### config.mk
export PLATFORM = sky130hd
export DESIGN_NAME = greedy_change_dispenser_core_flat
export DESIGN_NICKNAME = d
export VERILOG_FILES = /design/src/design/gchg_pkg.sv /design/src/design/gchg_if.sv /design/src/design/greedy_change_dispenser_core.sv /design/src/design/gchg_ctrl.sv /design/src/design/gchg_dp.sv /design/src/flat_wrapper.sv
export SDC_FILE = /design/constraint.sdc
export NUM_CORES = 1
export LEC_CHECK = 0
export BUFFER_PORTS_ARGS = -buffer_cell sky130_fd_sc_hd__buf_2
export CORE_MARGIN = 2
export CORE_UTILIZATION = 50
export DETAILED_ROUTE_END_ITERATION = 12
export PLACE_DENSITY = 0.7
export RECOVER_POWER = 100
export SLEW_MARGIN = 0
export SYNTH_ARGS = -nofsm -noshare
export SYNTH_HDL_FRONTEND = slang
export SYNTH_HIERARCHICAL = 1
export SYNTH_SLANG_ARGS = --single-unit
### constraint.sdc
create_clock -name clk -period 7.23 [get_ports clk]
set_input_delay 0.723 -clock clk [delete_from_list [all_inputs] [get_ports clk]]
set_output_delay 0.723 -clock clk [all_outputs]
set_load 0.01 [all_outputs]
### src/design/gchg_pkg.sv
`timescale 1ns / 1ps
// ----------------------------------------------------------------------------
// gchg_pkg
// types, constants and reset table of the greedy change dispenser
// ----------------------------------------------------------------------------
package gchg_pkg;

  localparam int NUM_DENOMS    = 7;
  localparam int NUM_REGS      = 7;
  localparam int VALUE_W       = 20;
  localparam int AMT_W         = 24;
  localparam int CNT_W         = 8;
  localparam int STAT_W        = 3;
  localparam int IDX_OUT_W     = 3;
  localparam int CFG_IDX_W     = 3;
  localparam int IDX_W         = (NUM_DENOMS > 1) ? $clog2(NUM_DENOMS) : 1;
  localparam int BIT_W         = $clog2(CNT_W);
  localparam int PROD_W        = VALUE_W + CNT_W;
  localparam int TOT_W         = PROD_W + $clog2(NUM_DENOMS + 1);
  localparam int SUB_W         = VALUE_W + CNT_W - 1;
  localparam logic [CNT_W-1:0] INITIAL_STOCK = CNT_W'(10);

  typedef enum logic [STAT_W-1:0] {
    ST_ISSUED = 3'd0,
    ST_EXACT  = 3'd1,
    ST_ZERO   = 3'd2,
    ST_SHORT  = 3'd3,
    ST_DRAWER = 3'd4
  } code_t;

  typedef enum logic [2:0] {
    S_IDLE,
    S_TOT_MUL,
    S_TOT_ACC,
    S_CHECK,
    S_WALK,
    S_STORE,
    S_SCAN
  } state_t;

  typedef struct packed {
    logic  load_sale;
    logic  clr_idx;
    logic  inc_idx;
    logic  tot_mul;
    logic  tot_acc;
    logic  rest_load;
    logic  walk_init;
    logic  walk_step;
    logic  walk_store;
    logic  out_load;
    code_t out_code;
  } cmd_t;

  typedef struct packed {
    logic idx_last;
    logic bit_zero;
    logic zero_amt;
    logic drawer_short;
    logic pay_short;
    logic exact;
    logic cnt_nz;
    logic later_nz;
    logic any_nz;
    logic out_free;
  } sts_t;

  function automatic logic [VALUE_W-1:0] reset_value(input int i);
    case (i)
      0:       return VALUE_W'(100000);
      1:       return VALUE_W'(50000);
      2:       return VALUE_W'(20000);
      3:       return VALUE_W'(10000);
      4:       return VALUE_W'(5000);
      5:       return VALUE_W'(2000);
      6:       return VALUE_W'(1000);
      default: return '0;
    endcase
  endfunction

endpackage

### src/design/gchg_if.sv
`timescale 1ns / 1ps
// ----------------------------------------------------------------------------
// gchg channel interfaces
// sale input channel and result output channel, valid/ready
// ----------------------------------------------------------------------------
interface gchg_sale_if;
  logic                        valid;
  logic                        ready;
  logic [gchg_pkg::AMT_W-1:0]  price;
  logic [gchg_pkg::AMT_W-1:0]  paid;
  modport source (output valid, price, paid, input ready);
  modport sink   (input valid, price, paid, output ready);
endinterface

interface gchg_result_if;
  logic                            valid;
  logic                            ready;
  logic [gchg_pkg::STAT_W-1:0]     status;
  logic [gchg_pkg::IDX_OUT_W-1:0]  denom_index;
  logic [gchg_pkg::CNT_W-1:0]      note_count;
  logic [gchg_pkg::AMT_W-1:0]      change_due;
  logic [gchg_pkg::AMT_W-1:0]      unpaid_rest;
  logic                            last;
  modport source (output valid, status, denom_index, note_count, change_due,
                  unpaid_rest, last, input ready);
  modport sink   (input valid, status, denom_index, note_count, change_due,
                  unpaid_rest, last, output ready);
endinterface

### src/design/greedy_change_dispenser_core.sv
`timescale 1ns / 1ps
// ----------------------------------------------------------------------------
// greedy_change_dispenser_core
// greedy change payout from a limited note stock, one sale at a time
// ----------------------------------------------------------------------------
// channel   dir  payload                                          transfer
// sale      in   price, paid                                      valid & ready
// result    out  status, denom_index, note_count, change_due,     valid & ready
//                unpaid_rest, last
// cfg       in   cfg_index, cfg_data                              cfg_wr_en
//
// a sale runs the drawer total (a multiply and an accumulate step per
// denomination on one shared multiplier), a check step, then for each
// denomination a bounded divide (one quotient bit per cycle) and a store
// step, then a scan of up to NUM_DENOMS result entries; a rejected or exact
// sale ends after the check; no clearing pass: stock, values reset at once
// sale.ready is high only between sales; a stalled result holds the sequencer
// ----------------------------------------------------------------------------
module greedy_change_dispenser_core (
  input  logic                           clk,
  input  logic                           rst,
  gchg_sale_if.sink                      sale,
  gchg_result_if.source                  result,
  input  logic                           cfg_wr_en,
  input  logic [gchg_pkg::CFG_IDX_W-1:0] cfg_index,
  input  logic [gchg_pkg::VALUE_W-1:0]   cfg_data
);

  gchg_pkg::cmd_t cmd;
  gchg_pkg::sts_t sts;

  gchg_ctrl u_ctrl (
    .clk        (clk),
    .rst        (rst),
    .sale_valid (sale.valid),
    .sale_ready (sale.ready),
    .sts        (sts),
    .cmd        (cmd)
  );

  gchg_dp u_dp (
    .clk             (clk),
    .rst             (rst),
    .cfg_wr_en       (cfg_wr_en),
    .cfg_index       (cfg_index),
    .cfg_data        (cfg_data),
    .sale_price      (sale.price),
    .sale_paid       (sale.paid),
    .cmd             (cmd),
    .sts             (sts),
    .out_ready       (result.ready),
    .out_valid       (result.valid),
    .out_status      (result.status),
    .out_denom_index (result.denom_index),
    .out_note_count  (result.note_count),
    .out_change_due  (result.change_due),
    .out_unpaid_rest (result.unpaid_rest),
    .out_last        (result.last)
  );

endmodule

### src/design/gchg_ctrl.sv
`timescale 1ns / 1ps
// ----------------------------------------------------------------------------
// gchg_ctrl
// sequencer: drawer total, checks, greedy walk and result scan
// ----------------------------------------------------------------------------
module gchg_ctrl (
  input  logic           clk,
  input  logic           rst,
  input  logic           sale_valid,
  output logic           sale_ready,
  input  gchg_pkg::sts_t sts,
  output gchg_pkg::cmd_t cmd
);

  gchg_pkg::state_t state;
  gchg_pkg::state_t state_next;

  always_ff @(posedge clk) begin
    if (rst) begin
      state <= gchg_pkg::S_IDLE;
    end else begin
      state <= state_next;
    end
  end

  always_comb begin
    state_next   = state;
    cmd          = '0;
    cmd.out_code = gchg_pkg::ST_ISSUED;
    sale_ready   = 1'b0;
    case (state)
      gchg_pkg::S_IDLE: begin
        sale_ready = !rst;
        if (sale_valid && !rst) begin
          cmd.load_sale = 1'b1;
          cmd.clr_idx   = 1'b1;
          state_next    = gchg_pkg::S_TOT_MUL;
        end
      end
      gchg_pkg::S_TOT_MUL: begin
        cmd.tot_mul = 1'b1;
        state_next  = gchg_pkg::S_TOT_ACC;
      end
      gchg_pkg::S_TOT_ACC: begin
        cmd.tot_acc = 1'b1;
        if (sts.idx_last) begin
          state_next = gchg_pkg::S_CHECK;
        end else begin
          cmd.inc_idx = 1'b1;
          state_next  = gchg_pkg::S_TOT_MUL;
        end
      end
      gchg_pkg::S_CHECK: begin
        if (sts.zero_amt) begin
          cmd.out_code = gchg_pkg::ST_ZERO;
        end else if (sts.drawer_short) begin
          cmd.out_code = gchg_pkg::ST_DRAWER;
        end else if (sts.pay_short) begin
          cmd.out_code = gchg_pkg::ST_SHORT;
        end else begin
          cmd.out_code = gchg_pkg::ST_EXACT;
        end
        if (sts.zero_amt || sts.drawer_short || sts.pay_short || sts.exact) begin
          if (sts.out_free) begin
            cmd.out_load = 1'b1;
            state_next   = gchg_pkg::S_IDLE;
          end
        end else begin
          cmd.rest_load = 1'b1;
          cmd.clr_idx   = 1'b1;
          cmd.walk_init = 1'b1;
          state_next    = gchg_pkg::S_WALK;
        end
      end
      gchg_pkg::S_WALK: begin
        cmd.walk_step = 1'b1;
        if (sts.bit_zero) begin
          state_next = gchg_pkg::S_STORE;
        end
      end
      gchg_pkg::S_STORE: begin
        cmd.walk_store = 1'b1;
        if (sts.idx_last) begin
          cmd.clr_idx = 1'b1;
          state_next  = gchg_pkg::S_SCAN;
        end else begin
          cmd.inc_idx   = 1'b1;
          cmd.walk_init = 1'b1;
          state_next    = gchg_pkg::S_WALK;
        end
      end
      gchg_pkg::S_SCAN: begin
        cmd.out_code = gchg_pkg::ST_ISSUED;
        if (sts.cnt_nz || !sts.any_nz) begin
          if (sts.out_free) begin
            cmd.out_load = 1'b1;
            if (sts.later_nz) begin
              cmd.inc_idx = 1'b1;
            end else begin
              state_next = gchg_pkg::S_IDLE;
            end
          end
        end else begin
          cmd.inc_idx = 1'b1;
        end
      end
      default: begin
        state_next = gchg_pkg::S_IDLE;
      end
    endcase
  end

endmodule

### src/design/gchg_dp.sv
`timescale 1ns / 1ps
// ----------------------------------------------------------------------------
// gchg_dp
// denomination registers, note stock, total accumulator, bit-serial
// bounded divider and result register
// ----------------------------------------------------------------------------
module gchg_dp (
  input  logic                              clk,
  input  logic                              rst,
  input  logic                              cfg_wr_en,
  input  logic [gchg_pkg::CFG_IDX_W-1:0]    cfg_index,
  input  logic [gchg_pkg::VALUE_W-1:0]      cfg_data,
  input  logic [gchg_pkg::AMT_W-1:0]        sale_price,
  input  logic [gchg_pkg::AMT_W-1:0]        sale_paid,
  input  gchg_pkg::cmd_t                    cmd,
  output gchg_pkg::sts_t                    sts,
  input  logic                              out_ready,
  output logic                              out_valid,
  output logic [gchg_pkg::STAT_W-1:0]       out_status,
  output logic [gchg_pkg::IDX_OUT_W-1:0]    out_denom_index,
  output logic [gchg_pkg::CNT_W-1:0]        out_note_count,
  output logic [gchg_pkg::AMT_W-1:0]        out_change_due,
  output logic [gchg_pkg::AMT_W-1:0]        out_unpaid_rest,
  output logic                              out_last
);

  logic [gchg_pkg::VALUE_W-1:0] value [gchg_pkg::NUM_DENOMS];
  logic [gchg_pkg::CNT_W-1:0]   stock [gchg_pkg::NUM_DENOMS];
  logic [gchg_pkg::CNT_W-1:0]   cnt   [gchg_pkg::NUM_DENOMS];

  logic [gchg_pkg::AMT_W-1:0]   price;
  logic [gchg_pkg::AMT_W-1:0]   paid;
  logic [gchg_pkg::TOT_W-1:0]   acc;
  logic [gchg_pkg::PROD_W-1:0]  prod;
  logic [gchg_pkg::IDX_W-1:0]   idx;
  logic [gchg_pkg::BIT_W-1:0]   bitn;
  logic [gchg_pkg::CNT_W-1:0]   q;
  logic [gchg_pkg::AMT_W-1:0]   rest;

  logic [gchg_pkg::VALUE_W-1:0] cur_value;
  logic [gchg_pkg::CNT_W-1:0]   cur_stock;
  logic [gchg_pkg::AMT_W-1:0]   change;
  logic [gchg_pkg::SUB_W-1:0]   sub;
  logic [gchg_pkg::CNT_W-1:0]   trial;
  logic                         take;
  logic                         later_nz;
  logic                         any_nz;

  assign cur_value = value[idx];
  assign cur_stock = stock[idx];
  assign change    = paid - price;
  assign sub       = gchg_pkg::SUB_W'(cur_value) << bitn;
  assign trial     = q | (gchg_pkg::CNT_W'(1) << bitn);
  assign take      = (cur_value != '0) && (gchg_pkg::SUB_W'(rest) >= sub) &&
                     (trial <= cur_stock);

  always_comb begin
    later_nz = 1'b0;
    any_nz   = 1'b0;
    for (int j = 0; j < gchg_pkg::NUM_DENOMS; j++) begin
      if (cnt[j] != '0) begin
        any_nz = 1'b1;
        if (j > int'(idx)) begin
          later_nz = 1'b1;
        end
      end
    end
  end

  always_comb begin
    sts.idx_last     = (idx == gchg_pkg::IDX_W'(gchg_pkg::NUM_DENOMS - 1));
    sts.bit_zero     = (bitn == '0);
    sts.zero_amt     = (price == '0) || (paid == '0);
    sts.drawer_short = (paid >= price) && (gchg_pkg::TOT_W'(change) > acc);
    sts.pay_short    = (paid < price);
    sts.exact        = (change == '0);
    sts.cnt_nz       = (cnt[idx] != '0);
    sts.later_nz     = later_nz;
    sts.any_nz       = any_nz;
    sts.out_free     = !out_valid || out_ready;
  end

  // denomination values and note stock
  always_ff @(posedge clk) begin
    if (rst) begin
      for (int i = 0; i < gchg_pkg::NUM_DENOMS; i++) begin
        value[i] <= gchg_pkg::reset_value(i);
        stock[i] <= gchg_pkg::INITIAL_STOCK;
      end
    end else begin
      if (cfg_wr_en) begin
        for (int i = 0; i < gchg_pkg::NUM_DENOMS; i++) begin
          if ((i < gchg_pkg::NUM_REGS) && (cfg_index == gchg_pkg::CFG_IDX_W'(i))) begin
            value[i] <= cfg_data;
          end
        end
      end
      if (cmd.walk_store) begin
        stock[idx] <= cur_stock - q;
      end
    end
  end

  // sale, total and walk datapath
  always_ff @(posedge clk) begin
    if (cmd.load_sale) begin
      price <= sale_price;
      paid  <= sale_paid;
      acc   <= '0;
    end else if (cmd.tot_acc) begin
      acc <= acc + gchg_pkg::TOT_W'(prod);
    end
    if (cmd.tot_mul) begin
      prod <= gchg_pkg::PROD_W'(cur_value) * gchg_pkg::PROD_W'(cur_stock);
    end
    if (cmd.clr_idx) begin
      idx <= '0;
    end else if (cmd.inc_idx) begin
      idx <= idx + gchg_pkg::IDX_W'(1);
    end
    if (cmd.rest_load) begin
      rest <= change;
    end else if (cmd.walk_step && take) begin
      rest <= rest - sub[gchg_pkg::AMT_W-1:0];
    end
    if (cmd.walk_init) begin
      q    <= '0;
      bitn <= gchg_pkg::BIT_W'(gchg_pkg::CNT_W - 1);
    end else if (cmd.walk_step) begin
      if (take) begin
        q <= trial;
      end
      bitn <= bitn - gchg_pkg::BIT_W'(1);
    end
    if (cmd.walk_store) begin
      cnt[idx] <= q;
    end
  end

  // result register
  always_ff @(posedge clk) begin
    if (rst) begin
      out_valid <= 1'b0;
    end else if (cmd.out_load) begin
      out_valid <= 1'b1;
    end else if (out_ready) begin
      out_valid <= 1'b0;
    end
  end

  always_ff @(posedge clk) begin
    if (cmd.out_load) begin
      out_status <= cmd.out_code;
      case (cmd.out_code)
        gchg_pkg::ST_ISSUED: begin
          out_denom_index <= gchg_pkg::IDX_OUT_W'(idx);
          out_note_count  <= cnt[idx];
          out_change_due  <= change;
          out_unpaid_rest <= later_nz ? '0 : rest;
          out_last        <= !later_nz;
        end
        gchg_pkg::ST_DRAWER: begin
          out_denom_index <= '0;
          out_note_count  <= '0;
          out_change_due  <= change;
          out_unpaid_rest <= '0;
          out_last        <= 1'b1;
        end
        default: begin
          out_denom_index <= '0;
          out_note_count  <= '0;
          out_change_due  <= '0;
          out_unpaid_rest <= '0;
          out_last        <= 1'b1;
        end
      endcase
    end
  end

endmodule

### src/flat_wrapper.sv
// flat-port wrapper written by rule: the top's interface ports become plain ports
module greedy_change_dispenser_core_flat 
  (clk, rst, cfg_wr_en, cfg_index, cfg_data, sale_valid, sale_price, sale_paid, sale_ready, result_valid, result_status, result_denom_index, result_note_count, result_change_due, result_unpaid_rest, result_last, result_ready);
  gchg_sale_if sale_i ();
  gchg_result_if result_i ();
  input  logic clk;
  input  logic rst;
  input  logic cfg_wr_en;
  input  logic [gchg_pkg::CFG_IDX_W-1:0] cfg_index;
  input  logic [gchg_pkg::VALUE_W-1:0] cfg_data;
  input wire logic [$bits(sale_i.valid)-1:0] sale_valid;
  input wire logic [$bits(sale_i.price)-1:0] sale_price;
  input wire logic [$bits(sale_i.paid)-1:0] sale_paid;
  output wire logic [$bits(sale_i.ready)-1:0] sale_ready;
  output wire logic [$bits(result_i.valid)-1:0] result_valid;
  output wire logic [$bits(result_i.status)-1:0] result_status;
  output wire logic [$bits(result_i.denom_index)-1:0] result_denom_index;
  output wire logic [$bits(result_i.note_count)-1:0] result_note_count;
  output wire logic [$bits(result_i.change_due)-1:0] result_change_due;
  output wire logic [$bits(result_i.unpaid_rest)-1:0] result_unpaid_rest;
  output wire logic [$bits(result_i.last)-1:0] result_last;
  input wire logic [$bits(result_i.ready)-1:0] result_ready;
  assign sale_i.valid = sale_valid;
  assign sale_i.price = sale_price;
  assign sale_i.paid = sale_paid;
  assign sale_ready = sale_i.ready;
  assign result_valid = result_i.valid;
  assign result_status = result_i.status;
  assign result_denom_index = result_i.denom_index;
  assign result_note_count = result_i.note_count;
  assign result_change_due = result_i.change_due;
  assign result_unpaid_rest = result_i.unpaid_rest;
  assign result_last = result_i.last;
  assign result_i.ready = result_ready;
  greedy_change_dispenser_core u_core (.clk(clk), .rst(rst), .sale(sale_i), .result(result_i), .cfg_wr_en(cfg_wr_en), .cfg_index(cfg_index), .cfg_data(cfg_data));
endmodule
==> summary.txt, run 1 <==
Run
  • Max capacitance violation total: 5

Setup path
  • Critical path start-end classification: flop to flop
  • Required time of the critical path: 7.56 ns
  • Worst Path Arrival: 7.15 ns
  • Critical-path maximum fanout: 25
  • Endpoint class of the critical path: flop
  • Category of the worst setup path launch point: flop

Placement
  • Input/output buffers: 140
  • Final weighted congestion of routability-driven global placement: 0.9315
  • HPWL Detailed: 56540 um
  • Dpl ws: 0.2369 ns

Logic synthesis
  • Main combinational cell family by area after synthesis: simple AND/OR/NAND/NOR gates
  • Proportion of synthesized chip area in sequential cells: 46.37%
  • Synthesized-area fraction occupied by adder cells: 14.61%
  • Net count of the mapped netlist: 3101
  • Yosys reg bits: 483
  • Cells after Synth: 2742
  • Fraction of the mapped netlist area in simple logic gates: 15.39%
  • Count of warnings emitted by yosys: 6
  • Netlist cell types: 83
  • Proportion of synthesized flip-flops having asynchronous set or reset: 0%
  • Complex-gate fraction of the synthesized area: 8.316%
  • Number of synthesized flops with an enable pin: 423
  • Share of the synthesized netlist area taken by xor and xnor gates: 2.675%
  • Combined area of all synthesized cells: 29990 um^2
  • Multiplexer area fraction after synthesis: 7.819%
  • Main synth FF type: edfxtp_1
  • Synth Area per Inst: 10.94 um^2

Floorplan
  • Placement Rows: 89
  • Starting utilization of the core area: 50.71%
  • Number of top-level pins: 141
  • Core footprint: 59130 um^2
  • Die Outline Area: 61950 um^2
  • Die height: 248.9 um
  • Die Width: 248.9 um

Final layout
  • Commonest non-fill, non-tap cell in the layout: edfxtp_1
  • Fill cell instance count of the final layout: 5004
  • Synthesis-to-layout area growth: 11.50%
  • Commonest cells after routing, fill and taps aside: edfxtp_1, nor2_1, inv_1, nand2_1, ha_1
  • Share of cells above drive strength 1: 11.35%
  • Post-layout utilization of the core: 56.54%
  • Net total in the final layout: 3251
  • Antenna diode instance count: 0

Clock network
  • Clock tree from TritonCTS: built
  • Hold_buf cts: 0
  • Deepest level of the CTS H-tree: 2
  • Clock root buffer master: clkbuf_16
  • Total clock buffers created by CTS: 50
  • Post-CTS clock slew at the launch and capture registers of the worst setup and hold paths: 0.06 ns
  • Number of sinks on the clock net: 483
  • Clk Latency, worst-skew pair: 0.61 ns
  • Buffers from clock root to sink, at most: 3

Global routing
  • Wire length of the first global-routing pass: 119600 um
  • Vias in the first global route: 21754
  • All-layer global routing usage: 24.36%
  • Largest net degree at the start of global routing: 74
  • Total grt overflow: 0
  • Initial antenna violation count: 2

Timing
  • Setup TNS: 0 ns
  • Share of the cycle needed by the critical path after routing: 94.29%
  • Final setup violation count: 0
  • Achievable frequency: 146.7 MHz
  • Max-slew headroom at the worst pin: -99.33%
  • Final Max Tran Viols: 178
  • Post-layout minimum cycle time: 6.817 ns
  • Post-route worst setup slack: 0.4131 ns
  • Unrepaired setup endpoints after global routing: no
  • Pin slew with the least headroom to its limit: 2.990 ns
  • Clock skew after layout: 0.03175 ns
  • Hold violation total from the final report: 0

Hold path
  • Path category of the worst min-delay check: input port to flop
  • Hold Startpoint: sale_price[19]

Power and ir drop
  • Portion of total power attributed to the clock network: 18.6%
  • Proportion of power drawn by flip-flops and latches: 26.1%
  • Combinational group share of total power: 55.3%
  • Fraction of power spent switching nets: 40.39%
  • Net switching power: 5909 uW
  • Internal power consumption: 8722 uW
  • Pleak: 0.01308 uW
  • Peak supply drop: 0.3862 mV
  • Areal power density over the cells: 437.6 nW/um^2

Detailed routing
  • Post-route antenna net violation count: 0
  • Post-route DRC: 0
  • DRT Wirelength: 76120 um
  • Number of DRC violations after detailed-routing iteration 0: 1809
  • Number of iterations in the first detailed-routing pass: 6
  • Routed via count: 21390
  • Post-DR vias/cell: 5.770
  • Average detailed-routed wire length per instance: 20.53 um

Outcome
  • Result of the run: finished with violations
  • Violations in the final reports: capacitance limit, slew limit
-- layout make-up --
| cell class | instances | area [um^2] | share of cell area [%] |
|---|---|---|---|
| Clock buffer | 57 | 1320 | 3.948 |
| Multi-Input combinational cell | 1880 | 14670 | 43.87 |
| Clock inverter | 37 | 434.2 | 1.299 |
| Sequential cell | 483 | 13910 | 41.60 |
| Tap cell | 773 | 967.2 | 2.893 |
| Inverter | 270 | 1013 | 3.031 |
| Timing Repair Buffer | 207 | 1125 | 3.364 |
-- what timing repair did --
action | 4_1_cts | 5_1_grt
gates resized for setup | 0 | 8
endpoints found under the hold margin | 0 | 0
setup buffers | 0 | 0
setup endpoints to repair | 0 | 1
-- power groups by stage --
stage	combinational (uW)	sequential, uW	clock [uW]
final	8090	3820	2720
after global routing	9170	3850	2870
after CTS	8020	3820	2760
after detailed placement	7950	3880	0
after global placement	7740	3870	0
after floorplan	6330	3780	0
-- metal layers --
layer / vias to the layer above / global-route usage (%) / part of all wire (%)
met2: 750 / 41.84 / 48
met5: - / 0 / 0
li1: 10028 / - / -
met1: 10470 / 32.30 / 42
met3: 142 / 3.062 / 6.1
met4: 0 / 7.619 / 3.1
-- kinds of logic after synthesis --
group | count (synthesis)
and+or+nand+nor | 959
DFF | 483
AOI/OAI and AO/OA | 393
buffers and inverters | 379
adders and majority gates | 283
muxes | 156
xor gates and xnor gates | 89
-- worst max-delay path, cell delays in order, from the launching register on --
cell and delay [ns]:
dfxtp_2 0.51, buf_4 0.36, mux4_2 0.37, mux2i_1 0.51, clkbuf_1 0.24, nor2_1 0.10
fa_1 0.53, fa_1 0.44, fa_1 0.54, inv_1 0.05, fa_1 0.52, inv_1 0.04
ha_1 0.24, a2111oi_2 0.34, o21ai_0 0.14, o21a_1 0.15, o41a_1 0.34, a21oi_1 0.22
o2111ai_1 0.19, a21o_1 0.22, a211oi_1 0.23, o21bai_1 0.11, xnor2_1 0.13
-- sequential cells by signal, summed over array words and instances (netlist names), 3 cells and up, named ones only --
| name | count |
|---|---|
| u_core/u_dp/cnt | 64 |
| u_core/u_dp/idx | 3 |
| u_core/u_dp/q | 8 |
| u_core/u_ctrl/state | 3 |
| u_core/u_dp/paid | 24 |
| u_core/u_dp/out_note_count | 8 |
| u_core/u_dp/rest | 24 |
| u_core/u_dp/acc | 31 |
| u_core/u_dp/out_denom_index | 3 |
| u_core/u_dp/out_status | 3 |
| u_core/u_dp/out_change_due | 24 |
| u_core/u_dp/prod | 28 |
| u_core/u_dp/bitn | 3 |
| u_core/u_dp/out_unpaid_rest | 24 |
| u_core/u_dp/price | 24 |
| u_core/u_dp/value | 140 |
| u_core/u_dp/stock | 64 |
-- stage by stage --
| stage | instances | cell area, um^2 | total power, uW | hold WS (ns) |
|---|---|---|---|---|
| final | 3707 | 33430 | 14630 | 0.2854 |
| after global routing | 3707 | 33430 | 15900 | 0.2672 |
| after CTS | 3707 | 33590 | 14600 | 0.2693 |
| after detailed placement | 3613 | 31830 | 11830 | 0.4534 |
| after global placement | 3613 | 31830 | 11610 | 0.4446 |
| after floorplan | 2742 | 30010 | 10110 | 0.4298 |
-- worst paths after layout --
kind,to,slack (ns),cells after the start
hold / removal,u_core/u_dp/price[19],0.29,1
setup reg to reg,u_core/u_dp/prod[27],0.41,22
hold reg to reg,u_core/u_dp/stock[6][3],0.47,1
setup / recovery,u_core/u_dp/prod[27],0.41,22
-- synthesized netlist by cell type, drive strengths merged (10+ instances only) --
cell    count  share of area, %
xor2       31              0.91
nand3      54              0.90
buf        24              0.38
nor2b      28              0.58
nor4       42              0.92
nand4      29              0.61
or3        19              0.40
mux4       61               4.6
dfxtp      60               4.0
a21o       48               1.2
and2       37              0.79
clkbuf     85               1.1
fa        112               7.5
a21oi     106               1.8
o21ai     102               1.7
a211oi     15              0.38
o22ai      12              0.25
nand2     186               2.3
nand2b     64               1.3
mux2i      79               2.6
ha        171               7.1
o21a       17              0.43
or4        13              0.34
nor2      371               4.7
edfxtp    423                42
and3       32              0.68
or2        27              0.56
inv       268               3.4
nor3       33              0.55
xnor2      58               1.8
mux2       16              0.60
o21bai     10              0.25
Note: power is estimated with default switching activity, not from simulation.
==> run 2, diff against run 1 <==
--- a/config.mk
+++ b/config.mk
@@ -9,7 +9,7 @@
 export CORE_MARGIN = 2
 export CORE_UTILIZATION = 50
 export DETAILED_ROUTE_END_ITERATION = 12
-export PLACE_DENSITY = 0.7
+export PLACE_DENSITY = 0.67
 export RECOVER_POWER = 100
 export SLEW_MARGIN = 0
 export SYNTH_ARGS = -nofsm -noshare
==> constraint.sdc (replaced) <==
create_clock -name clk -period 8.4 [get_ports clk]
set_input_delay 0.84 -clock clk [delete_from_list [all_inputs] [get_ports clk]]
set_output_delay 0.84 -clock clk [all_outputs]
set_load 0.02 [all_outputs]
==> run 2 against run 1 <==
  * Design area shrank 0.50%
  * Clock power fell by 11%
  * Critical path depth rose by 1
  * First-iteration DRC count decreased by 0.88%
  * The flow still finishes with violations (capacitance limit, slew limit)
  * Clock-buffer cell count shrank 1
  * Wire length up 1.2%
  * Global-route usage up 0.44 points
  * Highest routed layer unchanged
  * Cell count down 0.51%
  * Combinational power decreased by 12%
==> summary.txt, run 2 (same netlist as run 1, synthesis figures left out) <==
Setup path
  • Category of the worst setup path launch point: flop
  • Crit path top cell by count: inv_1
  • Endpoint class of the critical path: flop
  • Largest incremental delay on the critical path: 0.78 ns
  • Worst Path Arrival: 7.87 ns
  • Reg2Reg Setup Slack: 0.90 ns
  • Max stage delay cell, worst path: a311oi_1
  • Required time of the critical path: 8.76 ns
  • Ordered list of cells on the worst path: inv_1 > ha_1 > nor2b_1 > o2111ai_1 > nand3_1 > a311oi_1 > o21ai_0 > a41o_1 > a21oi_1 > xor2_1 > clkinv_1 > ha_1 > inv_1 > nor4_1 > a21oi_1 > o21ai_0 > nor3_1 > or4_1 > nor2_1 > nand2_1 > inv_1 > clkbuf_2 > mux2_2
  • Critical path start-end classification: flop to flop
  • Terminus of the critical flop-to-flop path: u_core/u_dp/rest[3]
  • Cell depth of the worst flop-to-flop path: 23
  • Reg2reg start: u_core/u_dp/price[1]
  • Critical-path maximum fanout: 30

Power and ir drop
  • Areal power density over the cells: 385.1 nW/um^2
  • Peak supply drop: 0.3202 mV
  • Fraction of power spent switching nets: 40.91%
  • Post-route total power: 12810 uW
  • Net switching power: 5242 uW
  • Combinational group share of total power: 55.5%
  • Proportion of power drawn by flip-flops and latches: 25.7%
  • Portion of total power attributed to the clock network: 18.9%
  • Internal power consumption: 7571 uW
  • Pleak: 0.01299 uW

Detailed routing
  • Routed via count: 21374
  • Average detailed-routed wire length per instance: 20.88 um
  • DRT Wirelength: 77000 um
  • Number of DRC violations after detailed-routing iteration 0: 1793
  • Number of iterations in the first detailed-routing pass: 5
  • Post-route antenna net violation count: 0
  • Post-route DRC: 0
  • Post-DR vias/cell: 5.796

Hold path
  • Path category of the worst min-delay check: input port to flop
  • Hold path depth: 1
  • Hold Path End: u_core/u_dp/price[16]
  • Hold Startpoint: sale_price[16]

Placement
  • Input/output buffers: 140
  • Number of cells in the design after placement: 3594
  • Final weighted congestion of routability-driven global placement: 0.9431
  • HPWL Detailed: 56390 um

Floorplan
  • Die Width: 248.9 um
  • Starting utilization of the core area: 50.71%
  • Die Outline Area: 61950 um^2
  • Placement Rows: 89
  • Core footprint: 59130 um^2
  • Number of top-level pins: 141
  • Die height: 248.9 um

Timing
  • Setup TNS: 0 ns
  • Max-slew headroom at the worst pin: -260.7%
  • Worst hold margin: 0.4110 ns
  • Achievable frequency: 133.3 MHz
  • Unrepaired setup endpoints after global routing: no
  • Clock skew after layout: 0.02544 ns
  • Final setup violation count: 0
  • Hold violation total from the final report: 0
  • Post-layout minimum cycle time: 7.504 ns
  • Share of the cycle needed by the critical path after routing: 89.33%
  • Final Max Tran Viols: 305
  • Pin slew with the least headroom to its limit: 5.411 ns

Clock network
  • Clk Latency, worst-skew pair: 0.61 ns
  • Total clock buffers created by CTS: 51
  • Number of sinks on the clock net: 483
  • Total setup buffers inserted after CTS: 0
  • Resized cells post-CTS: 0
  • Clock tree from TritonCTS: built
  • Hold_buf cts: 0
  • Post-CTS clock slew at the launch and capture registers of the worst setup and hold paths: 0.07 ns
  • Deepest level of the CTS H-tree: 2
  • Buffers from clock root to sink, at most: 3
  • Clock root buffer master: clkbuf_16

Global routing
  • Initial antenna violation count: 0
  • Total grt overflow: 0
  • All-layer global routing usage: 24.81%
  • Vias in the first global route: 21892
  • Largest net degree at the start of global routing: 88
  • Wire length of the first global-routing pass: 120900 um

Final layout
  • Share of cells above drive strength 1: 10.67%
  • Non-Filler Instances: 3688
  • Antenna diode instance count: 0
  • Commonest non-fill, non-tap cell in the layout: edfxtp_1
  • Largest registers in the final layout: u_core/u_dp/value x140, u_core/u_dp/cnt x64, u_core/u_dp/stock x64
  • Commonest cells after routing, fill and taps aside: edfxtp_1, nor2_1, inv_1, nand2_1, ha_1
  • Top reg by flops: u_core/u_dp/value
  • Synthesis-to-layout area growth: 10.94%
  • Post-layout utilization of the core: 56.26%
  • Flip-flop count of the largest register, all copies and words added: 140
  • Net total in the final layout: 3233

Outcome
  • Result of the run: finished with violations
  • Violations in the final reports: capacitance limit, slew limit

Run
  • Max capacitance violation total: 7
## run 2: cell types whose count changed in the layout (fill, tap and decap cells not counted), sizes merged
| cell | change |
|---|---|
| inv | -1 |
| buf | -16 |
| clkinvlp | -1 |
| clkinv | +1 |
| bufinv | +2 |
| clkbuf | -4 |
## run 2: layout make-up
class / count / area, um^2
fillers: 4991 / 25860
multi-input cells: 1880 / 14640
flip-flops and latches: 483 / 13910
clock buffers: 56 / 1316
inverters: 270 / 1013
well taps: 773 / 967.2
repair buffers: 188 / 933.4
clock inverters: 38 / 488.0
## run 2: worst max path at each step
stage / start / endpoint / slack, ns / cells past startpoint
floorplan: flop / u_core/u_dp/prod[27] / 0.68 / 25
global placement: flop / u_core/u_dp/prod[27] / 1.06 / 21
detailed placement: flop / u_core/u_dp/prod[27] / 0.93 / 21
CTS: flop / u_core/u_dp/prod[27] / 0.91 / 21
global route: u_core/u_dp/price[1] / u_core/u_dp/rest[13] / 0.33 / 23
finish: u_core/u_dp/price[1] / u_core/u_dp/rest[3] / 0.90 / 23
## run 2: metrics by stage
stage / worst slack [ns] / instance area [um^2]
after floorplan: 0.6844 / 29990
after global placement: 1.057 / 31630
after detailed placement: 0.9332 / 31630
after CTS: 0.9132 / 33430
after global routing: 0.3261 / 33270
final: 0.8961 / 33270
## run 2: critical path, delay by kind of cell, from the launching register on
family / cells / cell delay [ns]
AOI/OAI and AO/OA: 7 / 2.20
muxes: 1 / 0.40
and+or+nand+nor: 7 / 1.81
xor gates and xnor gates: 1 / 0.46
DFF: 1 / 0.39
buffers and inverters: 5 / 1.38
adders and majority gates: 2 / 0.60
## run 2: power by group through the flow
stage	combinational, uW	clock (uW)	sequential, uW
floorplan	5450	0	3250
finish	7110	2420	3290
detailed placement	7110	0	3330
global route	8060	2560	3310
CTS	7150	2460	3290
global placement	6930	0	3330
## run 2: routing by layer
metal,vias to the layer above,track usage [%],part of all wire (%)
met3,133,4.336,6.9
met2,766,41.88,48
met1,10484,32.48,42
li1,9991,-,-
met5,-,0,0
met4,0,8.329,2.9
==> run 3, diff against run 2 <==
--- a/config.mk
+++ b/config.mk
@@ -5,6 +5,7 @@
 export SDC_FILE = /design/constraint.sdc
 export NUM_CORES = 1
 export LEC_CHECK = 0
+export ABC_CLOCK_PERIOD_IN_PS = 8600
 export BUFFER_PORTS_ARGS = -buffer_cell sky130_fd_sc_hd__buf_2
 export CORE_MARGIN = 2
 export CORE_UTILIZATION = 50
==> constraint.sdc (replaced) <==
create_clock -name clk -period 8.6 [get_ports clk]
set_input_delay 0.86 -clock clk [delete_from_list [all_inputs] [get_ports clk]]
set_output_delay 0.86 -clock clk [all_outputs]
set_load 0.02 [all_outputs]
==> run 3 against run 2 <==
  * The flow still finishes with violations (capacitance limit, slew limit)
  * Flip-flop and latch count unchanged
  * First-iteration DRC count up 7.9%
  * Clock-buffer cell count up 12
  * Via count grew 0.36%
  * Critical path type unchanged
  * Clock power shrank 5%
  * Wire length increased by 0.24%
  * Setup slack better by 0.035 ns
  * Cell count rose by 0.11%
  * Critical path depth decreased by 1
  * Highest routed layer unchanged
==> summary.txt, run 3 (same netlist as run 1, synthesis figures left out) <==
Final layout
  • Commonest non-fill, non-tap cell in the layout: edfxtp_1
  • Share of cells above drive strength 1: 10.31%
  • Register cell area after layout: 13910 um^2
  • Flip-flop count of the largest register, all copies and words added: 140
  • Largest registers in the final layout: u_core/u_dp/value x140, u_core/u_dp/cnt x64, u_core/u_dp/stock x64
  • Fill cell instance count of the final layout: 5057
  • Antenna diode instance count: 0
  • Top reg by flops: u_core/u_dp/value
  • Post-layout utilization of the core: 56.19%
  • Non-Filler Instances: 3692
  • Net total in the final layout: 3235
  • Area of combinational cells with multiple inputs: 14640 um^2
  • Synthesis-to-layout area growth: 10.81%
  • Commonest cells after routing, fill and taps aside: edfxtp_1, nor2_1, inv_1, nand2_1, ha_1

Power and ir drop
  • Pleak: 0.01295 uW
  • Combinational group share of total power: 55.6%
  • Portion of total power attributed to the clock network: 18.5%
  • Areal power density over the cells: 374.1 nW/um^2
  • Proportion of power drawn by flip-flops and latches: 25.9%
  • Internal power consumption: 7343 uW
  • Fraction of power spent switching nets: 40.93%
  • Net switching power: 5088 uW
  • Peak supply drop: 0.3605 mV

Detailed routing
  • Post-DR vias/cell: 5.810
  • Number of iterations in the first detailed-routing pass: 6
  • Post-route antenna net violation count: 0
  • Routed via count: 21450
  • Post-route DRC: 0
  • DRT Wirelength: 77190 um
  • Average detailed-routed wire length per instance: 20.91 um
  • Number of DRC violations after detailed-routing iteration 0: 1935

Clock network
  • Total clock buffers created by CTS: 52
  • Number of sinks on the clock net: 483
  • Clk Latency, worst-skew pair: 0.61 ns
  • Clock tree from TritonCTS: built
  • Buffers from clock root to sink, at most: 3
  • Post-CTS clock slew at the launch and capture registers of the worst setup and hold paths: 0.06 ns
  • Resized cells post-CTS: 0
  • Total setup buffers inserted after CTS: 0
  • Clock root buffer master: clkbuf_16
  • Hold_buf cts: 0
  • Deepest level of the CTS H-tree: 2

Hold path
  • Path category of the worst min-delay check: input port to flop
  • Hold Path End: u_core/u_dp/price[22]
  • Hold path depth: 1
  • Hold Startpoint: sale_price[22]

Run
  • Max capacitance violation total: 9

Outcome
  • Result of the run: finished with violations
  • Violations in the final reports: capacitance limit, slew limit

Timing
  • Setup TNS: 0 ns
  • Clock skew after layout: 0.02434 ns
  • Share of the cycle needed by the critical path after routing: 89.17%
  • Post-layout minimum cycle time: 7.668 ns
  • Achievable frequency: 130.4 MHz
  • Hold violation total from the final report: 0
  • Max-slew headroom at the worst pin: -200.1%
  • Final Max Tran Viols: 347
  • Unrepaired setup endpoints after global routing: no
  • Post-route worst setup slack: 0.9316 ns
  • Final setup violation count: 0
  • Pin slew with the least headroom to its limit: 4.501 ns

Setup path
  • Ordered list of cells on the worst path: ha_1 > nor2b_1 > o2111ai_1 > nand3_1 > a311oi_1 > o21ai_0 > a41o_1 > a21oi_1 > xor2_1 > clkinv_1 > ha_1 > inv_1 > nor4_1 > a21oi_1 > o21ai_0 > nor3_1 > or4_1 > nor2_1 > nand2_1 > inv_1 > nand2b_1 > clkbuf_2
  • Worst Path Arrival: 7.90 ns
  • Required time of the critical path: 8.83 ns
  • Max stage delay cell, worst path: a311oi_1
  • Reg2Reg Setup Slack: 0.93 ns
  • Critical path start-end classification: flop to flop
  • Reg2reg start: u_core/u_dp/paid[1]
  • Critical-path maximum fanout: 24
  • Endpoint class of the critical path: flop
  • Terminus of the critical flop-to-flop path: u_core/u_dp/rest[20]
  • Category of the worst setup path launch point: flop
  • Largest incremental delay on the critical path: 0.84 ns
  • Cell depth of the worst flop-to-flop path: 22

Global routing
  • Total grt overflow: 0
  • Vias in the first global route: 21513
  • Largest net degree at the start of global routing: 88
  • Wire length of the first global-routing pass: 120600 um
  • All-layer global routing usage: 24.72%
  • Initial antenna violation count: 0

Placement
  • Input/output buffers: 140
  • HPWL Detailed: 56360 um
  • Dpl ws: 1.016 ns
  • Number of cells in the design after placement: 3595
  • Final weighted congestion of routability-driven global placement: 0.9397

Floorplan
  • Die Width: 248.9 um
  • Die Outline Area: 61950 um^2
  • Core footprint: 59130 um^2
  • Placement Rows: 89
  • Die height: 248.9 um
  • Starting utilization of the core area: 50.71%
  • Number of top-level pins: 141
==> run 3: cell types whose count changed in the layout (fill, tap and decap cells not counted), moves of 2 or more <==
cell / previous run / this run
clkbuf_1: 80 / 92
clkinv_2: 11 / 6
clkinv_4: 5 / 0
and2_0: 18 / 15
and2_1: 16 / 18
buf_4: 35 / 37
bufinv_16: 10 / 8
clkinv_1: 10 / 12
==> run 3: metal layers <==
metal  share of wire (%)  GRT usage, %  vias up
met5                   0             0        -
met4                 2.6         7.169        0
met3                 6.4         3.208      120
met2                  48         41.65      773
met1                  43         33.63    10574
li1                    -             -     9983
==> run 3: through the flow <==
| step | power, uW | hold WS [ns] | area (um^2) |
|---|---|---|---|
| finish | 12430 | 0.4276 | 33230 |
| global route | 13530 | 0.3983 | 33230 |
| CTS | 12490 | 0.3973 | 33390 |
| detailed placement | 10150 | 0.4555 | 31640 |
| global placement | 9980 | 0.4515 | 31640 |
| floorplan | 8496 | 0.4298 | 29990 |
==> run 3: final cells by class <==
| cell class | count | share of cell area, % |
|---|---|---|
| clock buffers | 68 | 4.161 |
| clock inverters | 29 | 1.115 |
| inverters | 270 | 3.050 |
| multi-input cells | 1880 | 44.07 |
| flip-flops and latches | 483 | 41.86 |
| well taps | 773 | 2.911 |
| repair buffers | 189 | 2.836 |
==> run 3: worst max path at each step <==
stage,startpoint,end,slack (ns)
after floorplan,flop,u_core/u_dp/prod[27],0.88
after global placement,flop,u_core/u_dp/prod[27],1.19
after detailed placement,flop,u_core/u_dp/prod[27],1.02
after CTS,flop,u_core/u_dp/prod[27],1.01
after global routing,flop,u_core/u_dp/prod[27],0.56
final,u_core/u_dp/paid[1],u_core/u_dp/rest[20],0.93
==> run 3: worst max-delay path: cells and delay by family, from the launching register on <==
family	cells	cell delay [ns]
AO/OA/AOI/OAI	7	2.26
XOR/XNOR	1	0.57
adder cells (fa/ha/maj)	2	0.68
buffers and inverters	4	1.37
flip-flops	1	0.45
AND/OR/NAND/NOR	8	1.96
==> run 3: power by group through the flow <==
| stage | clock, uW | sequential [uW] | combinational [uW] |
|---|---|---|---|
| after floorplan | 0 | 3180 | 5320 |
| after global placement | 0 | 3260 | 6720 |
| after detailed placement | 0 | 3270 | 6890 |
| after CTS | 2340 | 3220 | 6930 |
| after global routing | 2430 | 3250 | 7860 |
| final | 2300 | 3220 | 6910 |
